===== config.mk =====
export PLATFORM = sky130hd
export DESIGN_NAME = escaped_frame_decoder_crc16_top
export DESIGN_NICKNAME = d
export VERILOG_FILES = /design/src/design/efd_pkg.sv /design/src/design/efd_fifo.sv /design/src/design/efd_front.sv /design/src/design/efd_csr.sv /design/src/design/efd_back.sv /design/src/design/escaped_frame_decoder_crc16_top.sv
export SDC_FILE = /design/constraint.sdc
export NUM_CORES = 1
export LEC_CHECK = 0
export BUFFER_PORTS_ARGS = -buffer_cell sky130_fd_sc_hd__buf_2
export CAP_MARGIN = 20
export CORE_UTILIZATION = 54
export DETAILED_ROUTE_END_ITERATION = 16
export HOLD_SLACK_MARGIN = 0.06
export PLACE_DENSITY = 0.72
export SLEW_MARGIN = 20
export SYNTH_ARGS = -nofsm -noshare
export SYNTH_HDL_FRONTEND = slang
export SYNTH_SLANG_ARGS = --single-unit

===== constraint.sdc =====
create_clock -name clock -period 3.2 [get_ports clock]
set_input_delay 0.16 -clock clock [delete_from_list [all_inputs] [get_ports clock]]
set_output_delay 0.16 -clock clock [all_outputs]
set_load 0.05 [all_outputs]

===== src/design/efd_pkg.sv =====
// Shared types, codes and the CRC-16 step of the escaped frame decoder.
package efd_pkg;

   localparam logic [7:0] FLAG_START = 8'h5B;
   localparam logic [7:0] FLAG_END   = 8'h5D;
   localparam logic [7:0] MARK_ESC   = 8'h5C;
   localparam logic [7:0] ESC_FLIP   = 8'h20;
   localparam logic [15:0] CRC_POLY  = 16'h1021;

   localparam logic [2:0] KIND_PAYLOAD  = 3'd0;
   localparam logic [2:0] KIND_GOOD     = 3'd1;
   localparam logic [2:0] KIND_CRCERR   = 3'd2;
   localparam logic [2:0] KIND_OVERFLOW = 3'd3;
   localparam logic [2:0] KIND_TIMEOUT  = 3'd4;
   localparam logic [2:0] KIND_ABORT    = 3'd5;

   localparam logic [1:0] REG_TIMEOUT_TICKS = 2'd0;
   localparam logic [1:0] REG_BUFFER_SIZE   = 2'd1;
   localparam logic [1:0] REG_CRC_SEED      = 2'd2;
   localparam logic [1:0] REG_CRC_FINAL_XOR = 2'd3;

   localparam logic [15:0] TIMEOUT_TICKS_RESET = 16'd100;
   localparam logic [15:0] BUFFER_SIZE_RESET   = 16'd256;
   localparam logic [15:0] CRC_SEED_RESET      = 16'hFFFF;
   localparam logic [15:0] CRC_FINAL_XOR_RESET = 16'h0000;

   localparam int CMD_QUEUE_DEPTH = 4;
   localparam int RSP_QUEUE_DEPTH = 4;

   typedef enum logic [2:0] {
      CLS_TICK,
      CLS_START,
      CLS_END,
      CLS_ESC,
      CLS_DATA
   } efd_class_type;

   typedef struct packed {
      efd_class_type cls;
      logic [7:0]    data;
   } efd_cmd_type;

   typedef struct packed {
      logic [2:0]  kind;
      logic [7:0]  payload_byte;
      logic [15:0] frame_length;
      logic        last;
   } efd_rsp_type;

   typedef struct packed {
      logic [15:0] timeout_ticks;
      logic [15:0] buffer_size;
      logic [15:0] crc_seed;
      logic [15:0] crc_final_xor;
   } efd_cfg_type;

   // One byte through CRC-16, MSB first, no reflection.
   function automatic logic [15:0] crc16_byte(input logic [15:0] crc, input logic [7:0] b);
      logic [15:0] c;
      c = crc ^ {b, 8'h00};
      for (int i = 0; i < 8; i++) begin
         if (c[15]) begin
            c = {c[14:0], 1'b0} ^ CRC_POLY;
         end else begin
            c = {c[14:0], 1'b0};
         end
      end
      return c;
   endfunction

endpackage


===== src/design/efd_fifo.sv =====
// Small register queue used between the decoder's stages.
module efd_fifo #(
   parameter int WIDTH = 8,
   parameter int DEPTH = 4
) (
   input  logic             clock,
   input  logic             reset,
   input  logic             push,
   input  logic [WIDTH-1:0] wr_data,
   output logic             full,
   input  logic             pop,
   output logic [WIDTH-1:0] rd_data,
   output logic             empty
);

   localparam int PTR_W = $clog2(DEPTH);
   localparam int CNT_W = $clog2(DEPTH + 1);

   logic [WIDTH-1:0] slot_ff [DEPTH];
   logic [PTR_W-1:0] wr_ptr_ff, wr_ptr_in;
   logic [PTR_W-1:0] rd_ptr_ff, rd_ptr_in;
   logic [CNT_W-1:0] count_ff, count_in;
   logic             do_push, do_pop;

   assign full    = (count_ff == CNT_W'(DEPTH));
   assign empty   = (count_ff == '0);
   assign do_push = push && !full;
   assign do_pop  = pop && !empty;
   assign rd_data = slot_ff[rd_ptr_ff];

   always_comb begin
      wr_ptr_in = wr_ptr_ff;
      rd_ptr_in = rd_ptr_ff;
      count_in  = count_ff;
      if (do_push) begin
         wr_ptr_in = (wr_ptr_ff == PTR_W'(DEPTH - 1)) ? '0 : wr_ptr_ff + PTR_W'(1);
      end
      if (do_pop) begin
         rd_ptr_in = (rd_ptr_ff == PTR_W'(DEPTH - 1)) ? '0 : rd_ptr_ff + PTR_W'(1);
      end
      if (do_push && !do_pop) begin
         count_in = count_ff + CNT_W'(1);
      end else if (do_pop && !do_push) begin
         count_in = count_ff - CNT_W'(1);
      end
   end

   always_ff @(posedge clock) begin
      if (reset) begin
         wr_ptr_ff <= '0;
         rd_ptr_ff <= '0;
         count_ff  <= '0;
      end else begin
         wr_ptr_ff <= wr_ptr_in;
         rd_ptr_ff <= rd_ptr_in;
         count_ff  <= count_in;
      end
   end

   always_ff @(posedge clock) begin
      if (do_push) begin
         slot_ff[wr_ptr_ff] <= wr_data;
      end
   end

endmodule


===== src/design/efd_front.sv =====
// Front end: sorts each incoming item into tick, flag, escape or data.
module efd_front (
   input  logic                  action,
   input  logic [7:0]            rx_byte,
   output efd_pkg::efd_cmd_type  cmd
);

   always_comb begin
      cmd.data = rx_byte;
      if (action) begin
         cmd.cls = efd_pkg::CLS_TICK;
      end else begin
         case (rx_byte)
            efd_pkg::FLAG_START: cmd.cls = efd_pkg::CLS_START;
            efd_pkg::FLAG_END:   cmd.cls = efd_pkg::CLS_END;
            efd_pkg::MARK_ESC:   cmd.cls = efd_pkg::CLS_ESC;
            default:             cmd.cls = efd_pkg::CLS_DATA;
         endcase
      end
   end

endmodule


===== src/design/efd_csr.sv =====
// Configuration registers behind the APB-style port.
module efd_csr (
   input  logic                 clock,
   input  logic                 reset,
   input  logic                 psel,
   input  logic                 penable,
   input  logic                 pwrite,
   input  logic [3:0]           paddr,
   input  logic [31:0]          pwdata,
   output logic [31:0]          prdata,
   output logic                 pready,
   output efd_pkg::efd_cfg_type cfg
);

   logic [15:0] timeout_ticks_ff;
   logic [15:0] buffer_size_ff;
   logic [15:0] crc_seed_ff;
   logic [15:0] crc_final_xor_ff;
   logic        wr_en;

   assign pready = 1'b1;
   assign wr_en  = psel && penable && pwrite && pready;

   always_ff @(posedge clock) begin
      if (reset) begin
         timeout_ticks_ff <= efd_pkg::TIMEOUT_TICKS_RESET;
         buffer_size_ff   <= efd_pkg::BUFFER_SIZE_RESET;
         crc_seed_ff      <= efd_pkg::CRC_SEED_RESET;
         crc_final_xor_ff <= efd_pkg::CRC_FINAL_XOR_RESET;
      end else if (wr_en) begin
         case (paddr[3:2])
            efd_pkg::REG_TIMEOUT_TICKS: timeout_ticks_ff <= pwdata[15:0];
            efd_pkg::REG_BUFFER_SIZE:   buffer_size_ff   <= pwdata[15:0];
            efd_pkg::REG_CRC_SEED:      crc_seed_ff      <= pwdata[15:0];
            efd_pkg::REG_CRC_FINAL_XOR: crc_final_xor_ff <= pwdata[15:0];
            default: ;
         endcase
      end
   end

   always_comb begin
      case (paddr[3:2])
         efd_pkg::REG_TIMEOUT_TICKS: prdata = {16'h0000, timeout_ticks_ff};
         efd_pkg::REG_BUFFER_SIZE:   prdata = {16'h0000, buffer_size_ff};
         efd_pkg::REG_CRC_SEED:      prdata = {16'h0000, crc_seed_ff};
         efd_pkg::REG_CRC_FINAL_XOR: prdata = {16'h0000, crc_final_xor_ff};
         default:                    prdata = '0;
      endcase
   end

   assign cfg.timeout_ticks = timeout_ticks_ff;
   assign cfg.buffer_size   = buffer_size_ff;
   assign cfg.crc_seed      = crc_seed_ff;
   assign cfg.crc_final_xor = crc_final_xor_ff;

endmodule


===== src/design/efd_back.sv =====
// Back end: framing state, CRC tracking and result generation.
module efd_back (
   input  logic                 clock,
   input  logic                 reset,
   input  efd_pkg::efd_cfg_type cfg,
   input  efd_pkg::efd_cmd_type cmd,
   input  logic                 cmd_empty,
   output logic                 cmd_pop,
   input  logic                 rsp_full,
   output logic                 rsp_push,
   output efd_pkg::efd_rsp_type rsp
);

   logic        in_frame_ff, in_frame_in;
   logic        after_escape_ff, after_escape_in;
   logic [7:0]  held_older_ff, held_older_in;
   logic [7:0]  held_newer_ff, held_newer_in;
   logic [1:0]  held_count_ff, held_count_in;
   logic [15:0] content_count_ff, content_count_in;
   logic [15:0] running_crc_ff, running_crc_in;
   logic [15:0] idle_ticks_ff, idle_ticks_in;

   logic        take;
   logic        do_clear;
   logic        do_open;
   logic [7:0]  content;
   logic [15:0] expected;
   logic [15:0] actual;

   // An item is worked off only when the result queue has room, whether or not it gives a result.
   assign take    = !cmd_empty && !rsp_full;
   assign cmd_pop = take;

   always_comb begin
      in_frame_in      = in_frame_ff;
      after_escape_in  = after_escape_ff;
      held_older_in    = held_older_ff;
      held_newer_in    = held_newer_ff;
      held_count_in    = held_count_ff;
      content_count_in = content_count_ff;
      running_crc_in   = running_crc_ff;
      idle_ticks_in    = idle_ticks_ff;
      do_clear         = 1'b0;
      do_open          = 1'b0;
      rsp_push         = 1'b0;
      rsp              = '0;
      content          = after_escape_ff ? (cmd.data ^ efd_pkg::ESC_FLIP) : cmd.data;
      expected         = {held_newer_ff, held_older_ff};
      actual           = running_crc_ff ^ cfg.crc_final_xor;

      if (take) begin
         if (cmd.cls != efd_pkg::CLS_TICK) begin
            idle_ticks_in = '0;
         end
         case (cmd.cls)
            efd_pkg::CLS_TICK: begin
               if (idle_ticks_ff >= cfg.timeout_ticks) begin
                  do_clear = 1'b1;
                  rsp_push = 1'b1;
                  rsp.kind = efd_pkg::KIND_TIMEOUT;
                  rsp.last = 1'b1;
               end else begin
                  idle_ticks_in = idle_ticks_ff + 16'd1;
               end
            end
            efd_pkg::CLS_START: begin
               do_open = 1'b1;
               if (in_frame_ff) begin
                  do_clear = 1'b1;
                  rsp_push = 1'b1;
                  rsp.kind = efd_pkg::KIND_ABORT;
                  rsp.last = 1'b1;
               end
            end
            efd_pkg::CLS_END: begin
               if (in_frame_ff) begin
                  do_clear = 1'b1;
                  rsp_push = 1'b1;
                  rsp.last = 1'b1;
                  if (content_count_ff >= 16'd2 && expected == actual) begin
                     rsp.kind         = efd_pkg::KIND_GOOD;
                     rsp.frame_length = content_count_ff - 16'd2;
                  end else begin
                     rsp.kind = efd_pkg::KIND_CRCERR;
                  end
               end
            end
            efd_pkg::CLS_ESC: begin
               after_escape_in = 1'b1;
            end
            efd_pkg::CLS_DATA: begin
               if (in_frame_ff) begin
                  after_escape_in = 1'b0;
                  if (content_count_ff >= cfg.buffer_size) begin
                     do_clear = 1'b1;
                     rsp_push = 1'b1;
                     rsp.kind = efd_pkg::KIND_OVERFLOW;
                     rsp.last = 1'b1;
                  end else begin
                     content_count_in = content_count_ff + 16'd1;
                     held_older_in    = held_newer_ff;
                     held_newer_in    = content;
                     if (held_count_ff == 2'd2) begin
                        running_crc_in   = efd_pkg::crc16_byte(running_crc_ff, held_older_ff);
                        rsp_push         = 1'b1;
                        rsp.kind         = efd_pkg::KIND_PAYLOAD;
                        rsp.payload_byte = held_older_ff;
                     end else begin
                        held_count_in = held_count_ff + 2'd1;
                     end
                  end
               end
            end
            default: ;
         endcase
      end

      // A status ends the attempt; a start flag then opens a fresh frame.
      if (do_clear) begin
         in_frame_in      = 1'b0;
         after_escape_in  = 1'b0;
         held_count_in    = '0;
         content_count_in = '0;
         running_crc_in   = cfg.crc_seed;
         idle_ticks_in    = '0;
      end
      if (do_open) begin
         in_frame_in      = 1'b1;
         held_count_in    = '0;
         content_count_in = '0;
         running_crc_in   = cfg.crc_seed;
      end
   end

   always_ff @(posedge clock) begin
      if (reset) begin
         in_frame_ff      <= 1'b0;
         after_escape_ff  <= 1'b0;
         held_count_ff    <= '0;
         content_count_ff <= '0;
         running_crc_ff   <= efd_pkg::CRC_SEED_RESET;
         idle_ticks_ff    <= '0;
      end else begin
         in_frame_ff      <= in_frame_in;
         after_escape_ff  <= after_escape_in;
         held_count_ff    <= held_count_in;
         content_count_ff <= content_count_in;
         running_crc_ff   <= running_crc_in;
         idle_ticks_ff    <= idle_ticks_in;
      end
   end

   always_ff @(posedge clock) begin
      held_older_ff <= held_older_in;
      held_newer_ff <= held_newer_in;
   end

endmodule


===== src/design/escaped_frame_decoder_crc16_top.sv =====
// Top level of the byte-stuffed frame decoder with CRC-16 check.
// The input channel is a queue write port: each transfer carries either a received
// line byte (req_action low) or one time tick (req_action high), and it is taken at a
// clock edge with push high and full low. Results leave through a queue read port:
// the oldest result sits on the rsp_ ports while empty is low, and a transfer occurs
// at an edge with pop high and empty low. Each item gives zero or one result.
// A front stage classifies every accepted item and writes it into a command queue.
// The back stage takes one command per cycle while the result queue has room,
// updates the framing state and the CRC, and writes any result into a result
// queue. The block sustains one item per cycle while the receiver keeps up; a
// result passes through the command queue write and then the result queue write
// before it is on the rsp_ ports.
// When the receiver stalls, the result queue fills, the back stage pauses, and the
// command queue absorbs further items until full rises; nothing is dropped.
// Reset is synchronous: both queues empty, framing state clears, configuration
// registers reset. The user must write configuration through the APB-style port
// only while the block is idle; the block does not enforce it. pready is always high.
module escaped_frame_decoder_crc16_top #(
   parameter int CMD_DEPTH = efd_pkg::CMD_QUEUE_DEPTH,
   parameter int RSP_DEPTH = efd_pkg::RSP_QUEUE_DEPTH
) (
   input  logic        clock,
   input  logic        reset,
   input  logic        push,
   output logic        full,
   input  logic        req_action,
   input  logic [7:0]  req_rx_byte,
   output logic        empty,
   input  logic        pop,
   output logic [2:0]  rsp_kind,
   output logic [7:0]  rsp_payload_byte,
   output logic [15:0] rsp_frame_length,
   output logic        rsp_last,
   input  logic        psel,
   input  logic        penable,
   input  logic        pwrite,
   input  logic [3:0]  paddr,
   input  logic [31:0] pwdata,
   output logic [31:0] prdata,
   output logic        pready
);

   localparam int CMD_W = $bits(efd_pkg::efd_cmd_type);
   localparam int RSP_W = $bits(efd_pkg::efd_rsp_type);

   efd_pkg::efd_cfg_type cfg;
   efd_pkg::efd_cmd_type front_cmd;
   efd_pkg::efd_cmd_type back_cmd;
   efd_pkg::efd_rsp_type back_rsp;
   efd_pkg::efd_rsp_type out_rsp;
   logic [CMD_W-1:0]     cmd_bits;
   logic [RSP_W-1:0]     rsp_bits;
   logic                 cmd_empty;
   logic                 cmd_pop;
   logic                 rsp_full;
   logic                 rsp_push;

   efd_csr u_csr (
      .clock   (clock),
      .reset   (reset),
      .psel    (psel),
      .penable (penable),
      .pwrite  (pwrite),
      .paddr   (paddr),
      .pwdata  (pwdata),
      .prdata  (prdata),
      .pready  (pready),
      .cfg     (cfg)
   );

   efd_front u_front (
      .action  (req_action),
      .rx_byte (req_rx_byte),
      .cmd     (front_cmd)
   );

   // Command queue: decouples line input from the framing engine.
   efd_fifo #(
      .WIDTH (CMD_W),
      .DEPTH (CMD_DEPTH)
   ) u_cmd_queue (
      .clock   (clock),
      .reset   (reset),
      .push    (push),
      .wr_data (front_cmd),
      .full    (full),
      .pop     (cmd_pop),
      .rd_data (cmd_bits),
      .empty   (cmd_empty)
   );

   assign back_cmd = efd_pkg::efd_cmd_type'(cmd_bits);

   efd_back u_back (
      .clock     (clock),
      .reset     (reset),
      .cfg       (cfg),
      .cmd       (back_cmd),
      .cmd_empty (cmd_empty),
      .cmd_pop   (cmd_pop),
      .rsp_full  (rsp_full),
      .rsp_push  (rsp_push),
      .rsp       (back_rsp)
   );

   // Result queue: holds finished results while the receiver stalls.
   efd_fifo #(
      .WIDTH (RSP_W),
      .DEPTH (RSP_DEPTH)
   ) u_rsp_queue (
      .clock   (clock),
      .reset   (reset),
      .push    (rsp_push),
      .wr_data (back_rsp),
      .full    (rsp_full),
      .pop     (pop),
      .rd_data (rsp_bits),
      .empty   (empty)
   );

   assign out_rsp          = efd_pkg::efd_rsp_type'(rsp_bits);
   assign rsp_kind         = out_rsp.kind;
   assign rsp_payload_byte = out_rsp.payload_byte;
   assign rsp_frame_length = out_rsp.frame_length;
   assign rsp_last         = out_rsp.last;

endmodule


# --- Word level (Yosys, flattened, before mapping) ---
# Memory sizes are Yosys's and may differ from the RTL's. A register that Yosys moved wholly into a read port is not among the register bits.
# Index checks and enable logic that the tools add are counted.
totals:
  out_inout_bits: 63
  in_bits: 52
  ram_bits: 156
  ff_bits: 146
  wordCells: 217
  mem_count: 2
mem_list:
  columns: ["memory", "words", "width", "rd", "rd_ports_with_merged_regs", "wr", "line", "rtl"]
  rows:
  - ["u_rsp_queue.slot_ff", 4, 28, 1, 1, 1, "efd_fifo.sv:19", "logic [WIDTH-1:0] slot_ff [DEPTH];"]
  - ["u_cmd_queue.slot_ff", 4, 11, 1, 1, 1, "efd_fifo.sv:19", null]
classes:
  n_lt_le_gt_ge: 3
  reduce_logical: 44
  eq_ne: 20
  n_mux: 105
  bitwise: 13
  addsub: 12
op_table:
  columns: ["op", "count"]
  rows:
  - ["$mux W16", 47]
  - ["$pmux W32 S4", 1]
  - ["$mux W13", 8]
  - ["$add A16 B1 Y16 const B", 2]
  - ["$ge A16 B16 Y1", 2]
  - ["$xor A16 B16 Y16", 2]
  - ["$mux W28", 1]
  - ["$eq A8 B7 Y1 const B", 3]
  - ["$mux W3", 8]
  - ["$mux W8", 3]
  - ["$not A3 Y3", 8]
  - ["$mux W2", 10]
  - ["$mux W1", 18]
  - ["$mux W17", 1]
  - ["$eq A16 B16 Y1", 1]
  - ["$ge A16 B2 Y1 const B", 1]
  - ["$sub A16 B2 Y16 const B", 1]
  - ["$reduce_bool A3 Y1", 5]
  - ["$eq A2 B2 Y1 const B", 7]
  - ["$logic_and A1 B1 Y1", 12]
  - ["$pmux W3 S4", 1]
  - ["$mux W11", 1]
  - ["$add A2 B1 Y2 const B", 5]
  - ["$reduce_and A5 Y1", 2]
  - ["other kinds (23)", 47]

# --- Depth between registers and ports, before layout ---
logic_depth:
  ltp_word: 59
  mapped_depth: 14
  mapped_depth_nobuf: 14

# --- By module ---
# Synthesis repeated with hierarchy kept, for this count alone.
hier_totals:
  cells_unflattened: 1169
  hier_area_um2: 14796.7
modules_own_cells:
  columns: ["module", "n_inst", "area_each_um2", "cells_each"]
  rows:
  - ["efd_back", 1, 4924.7, 562]
  - ["efd_fifo (u_rsp_queue)", 1, 4541.9, 196]
  - ["efd_csr", 1, 3133.0, 286]
  - ["efd_fifo (u_cmd_queue)", 1, 2073.2, 107]
  - ["efd_front", 1, 123.9, 18]

# --- Worst setup path after synthesis ---
# Ideal clock, no wire load.
synth_timing:
  path_type: "flip-flop to flip-flop"
  start: "register (tool-made name)"
  end: "register u_rsp_queue.count_ff[2]"
  setup_time_ns: 0.070
  stages_incl_launch_ff: 13
  arrival_ns: 3.134
  synth_period_minus_slack_ns: 3.205
  required_time_ns: 3.130
  n_path_buf: 1
  setup_slack_ns: -0.005
  cell_sequence: "dfxtp_1 -> buf_6 -> mux4_2 -> nor3_4 -> nand2_1 -> o21a_4 -> a31oi_4 -> ha_1 -> inv_1 -> fa_1 -> xor2_1 -> or3_1 -> a21oi_1"
synth_rtl:
  columns: ["element", "line", "rtl"]
  rows:
  - ["end signal, assigned", "efd_fifo.sv:56", "count_ff <= count_in;"]
  - ["end, declared", "efd_fifo.sv:22", "logic [CNT_W-1:0] count_ff, count_in;"]

==> impl_metrics.py <==
metrics = {
    "status": {
        "status": "completed",
    },
    "route": {
        "viasPerCell": 5.601,
        "antenna_left": 0,
        "drc": 0,
        "wl_um": 32050,
        "wire_per_inst_um": 19.15,
        "first_pass_iters": 5,
        "drt_iter0_markers": 665,
        "num_vias": 9376,
    },
    "layout": {
        "seq_area_um2": 7863,
        "nets": 1418,
        "drive_gt1_frac": 0.2100,
        "area_delta_synth_final_pct": 16.76,
        "multiInputGateArea_um2": 5973,
        "fillCellCount": 2004,
        "fin_cells": 1674,
        "design_area_um2": 16680,
    },
    "timing": {
        "hold_slack_ps": 120.3,
        "worst_pin_slew_ps": 873.7,
        "clock_skew_ps": 10.28,
        "finalSetupViolations": 0,
        "fmax_ghz": 0.3192,
        "slew_headroom": 0.4176,
        "hold_viol": 0,
        "maxSlewViolCount": 0,
        "finalCritPeriodShare": 0.9789,
        "setup_ws_ps": 67.38,
        "final.min_clock_period_ps": 3133,
    },
    "placed_design": {
        "io_buffer_count": 79,
        "dpl_worst_slack_ps": 41.94,
        "dp.cells": 1584,
        "place_hpwl_um": 22210,
        "gp_congestion": 0.8858,
        "dpl_cell_area_um2": 15230,
    },
    "floorplanning": {
        "fp-row-count": 59,
        "dieArea_um2": 27110,
        "die_h_um": 164.7,
        "num_io_pins": 115,
        "initial_core_util": 0.5498,
        "core_um2": 25980,
        "die_w_um": 164.7,
    },
    "pwr": {
        "p_leak_nw": 6.044,
        "p_per_area_nw_per_um2": 633.1,
        "power_mw": 10.56,
        "max-vdd-ir-drop_v": 0.0006075,
    },
    "critical_path": {
        "cp-end-kind": "flip-flop",
        "cp_slowest_cell": "mux4_2",
        "slowest_delay_ps": 640,
        "cp.required_ps": 3680,
        "crit_path_start_kind": "flip-flop",
        "crit_type": "reg2reg",
        "arrival_ps": 3620,
        "path_max_fanout": 7,
        "worstPathCellList": "mux4_2, buf_6, nand4bb_4, a21o_1, a31oi_4, ha_2, inv_2, fa_2, xor2_1, or3_4, a21oi_2",
    },
    "worst_hold_path": {
        "hold_class": "in2reg",
    },
    "clock_tree": {
        "cts_tree": "built",
        "path_clk_slew_ps": 60,
        "h-tree-depth": 1,
        "ctsLongestPathBuffers": 3,
        "root_buffer": "clkbuf_16",
        "cts_made_buffers": 31,
        "clock-sinks": 306,
        "clkLatencyLatePin_ps": 560,
    },
    "global_routing": {
        "grt_pass1_vias": 9377,
        "grt_pass1_wl_um": 50800,
        "overflow": 0,
        "grt_usage": 0.2452,
        "antenna_found_initial": 2,
        "grt_max_degree": 61,
    },
    "logic_synthesis": {
        "synth_flop_cell": "edfxtp_1",
        "synth_edf_count": 172,
        "yosysUniqueCellTypes": 64,
        "synthArstFlopShare": 0,
        "yosysWarnings": 0,
        "syn_area_um2": 14290,
        "netlist_instances": 1176,
        "avgSynthCellArea_um2": 12.15,
        "synth-seq-area-share": 0.5493,
        "synth.ff_latch_count": 306,
    },
    "job": {
        "max_cap_viol_count": 0,
    },
}
==> through the flow <==
step | setup TNS (ps) | util
CTS | 0 | 0.6381
global placement | 0 | 0.5860
global route | -4.763 | 0.6420
floorplan | 0 | -
finish | 0 | 0.6420
detailed placement | 0 | 0.5860
==> layout make-up <==
class | instances | area share
inverters | 48 | 0.01080
well taps | 335 | 0.02513
multi-input cells | 762 | 0.3581
diodes | 1 | 0.0001500
repair buffers | 165 | 0.06893
clock buffers | 40 | 0.05228
clock inverters | 17 | 0.01335
flip-flops and latches | 306 | 0.4713
==> sequential cells by signal, indices dropped and copies added (netlist names), named ones only <==
signal	cells
u_csr.buffer_size_ff	16
u_rsp_queue.rd_ptr_ff	2
u_back.idle_ticks_ff	16
u_back.after_escape_ff	1
u_cmd_queue.rd_ptr_ff	2
u_back.content_count_ff	16
u_cmd_queue.slot_ff	44
u_csr.crc_final_xor_ff	16
u_rsp_queue.slot_ff	112
u_cmd_queue.wr_ptr_ff	2
u_back.held_newer_ff	8
u_cmd_queue.count_ff	3
u_back.held_older_ff	8
u_back.held_count_ff	2
u_rsp_queue.wr_ptr_ff	2
u_back.running_crc_ff	16
u_back.in_frame_ff	1
u_csr.timeout_ticks_ff	16
u_rsp_queue.count_ff	3
u_csr.crc_seed_ff	16
==> layer usage <==
metal  part of all wire  up-vias  GRT usage
met5            0.00041        -          0
met4              0.035        2    0.09466
met3              0.061       67    0.03817
met2               0.48      304     0.4028
met1               0.43     4495     0.3271
li1                   -     4508          -
==> layout by cell type, fill, tap and decap left out, types with 3 or more instances in the layout <==
cell type / n
edfxtp_1: 172
nand2_1: 137
dfxtp_1: 124
buf_2: 78
nor2_1: 77
a21oi_1: 66
xnor2_1: 63
buf_4: 57
mux4_2: 48
ha_1: 48
inv_1: 47
nor3_1: 47
xor2_1: 39
mux2i_1: 39
clkbuf_16: 33
dlygate4sd3_1: 26
a211oi_1: 20
conb_1: 17
and3_1: 16
nand3_1: 14
nand4_1: 13
and2_1: 12
o21ai_0: 10
dfxtp_2: 9
nand2b_1: 7
o211ai_1: 7
mux4_1: 7
or3_1: 6
mux2_2: 5
clkinv_2: 5
clkbuf_1: 5
bufinv_16: 5
o2111ai_1: 4
or2_2: 3
o21ai_1: 3
a211o_1: 3
or4_1: 3
nor3_2: 3
clkinv_1: 3
buf_12: 3
==> final timing paths <==
| kind | cells past startpoint | start | endpoint | slack (ps) |
|---|---|---|---|---|
| setup / recovery | 11 | flip-flop | u_rsp_queue.count_ff[2] | 70 |
| hold reg to reg | 2 | u_csr.timeout_ticks_ff[11] | u_csr.timeout_ticks_ff[11] | 460 |
| hold / removal | 2 | reset | u_rsp_queue.count_ff[1] | 120 |
| setup reg to reg | 11 | flip-flop | u_rsp_queue.count_ff[2] | 70 |
==> power by group <==
part	internal (mW)	leakage (nW)	switching (mW)
Combinational	0.846	2.70	1.47
Clock	2.33	0.537	1.51
Sequential	4.30	2.81	0.107
Total	7.48	6.04	3.08
==> logic make-up (layout without fill, tap and decap cells) <==
group / Yosys count / count (layout) / synth area share
and+or+nand+nor: 358 / 358 / 0.1185
buffers and inverters: 123 / 270 / 0.04028
xor gates and xnor gates: 102 / 102 / 0.06253
adders and majority gates: 52 / 52 / 0.04659
muxes: 99 / 99 / 0.1198
DFF: 306 / 306 / 0.5493
AOI/OAI and AO/OA: 134 / 134 / 0.06253
other: 2 / 18 / 0.0005256
==> Yosys cell counts, types with 2 or more instances <==
master / instances / area, um^2
xnor2_1: 63 / 551.8
nor2_1: 78 / 292.8
clkbuf_1: 38 / 142.6
nand4_1: 13 / 81.33
and3_1: 16 / 100.1
conb_1: 2 / 7.510
a31oi_4: 2 / 42.54
or4_1: 3 / 22.52
or3_1: 7 / 43.79
buf_6: 5 / 56.30
a2111oi_0: 2 / 17.52
or2_2: 3 / 18.77
nor4_1: 3 / 18.77
buf_2: 7 / 35.03
dfxtp_1: 134 / 2683
ha_1: 50 / 625.6
a21o_1: 2 / 15.01
o21ai_1: 3 / 15.01
mux2i_1: 39 / 390.4
o21ai_0: 10 / 50.05
nor3_2: 2 / 20.02
a31oi_1: 2 / 12.51
nor3_1: 48 / 240.2
a211oi_1: 20 / 150.1
nand3_1: 14 / 70.07
a21oi_1: 67 / 335.3
o2111ai_1: 4 / 35.03
xor2_1: 39 / 341.6
mux2_2: 5 / 56.30
inv_1: 48 / 180.2
buf_4: 18 / 135.1
and2_1: 12 / 75.07
edfxtp_1: 172 / 5165
o211ai_1: 7 / 52.55
mux4_1: 7 / 183.9
fa_1: 2 / 40.04
mux4_2: 48 / 1081
nand2_1: 138 / 518.0
buf_1: 7 / 26.28
nor3b_1: 3 / 22.52
o211a_1: 2 / 20.02
nand2b_1: 7 / 43.79
a211o_1: 3 / 26.28
==> critical path, delay by kind of cell, from the launching register on <==
kind | cells | cell delay (ps)
adders and majority gates | 2 | 530
muxes | 1 | 640
buffers and inverters | 2 | 210
AOI/OAI and AO/OA | 3 | 540
and+or+nand+nor | 2 | 600
DFF | 1 | 380
xor gates and xnor gates | 1 | 160
==> what timing repair did <==
| action | in CTS | in global routing |
|---|---|---|
| gates resized for setup | 0 | 18 |
| buffers inserted | 0 | 5 |
| hold buffers | 26 | 0 |
| hold endpoints to repair | 110 | 0 |
| endpoints found under the setup margin | 0 | 18 |
(Power assumes the default switching activity.)
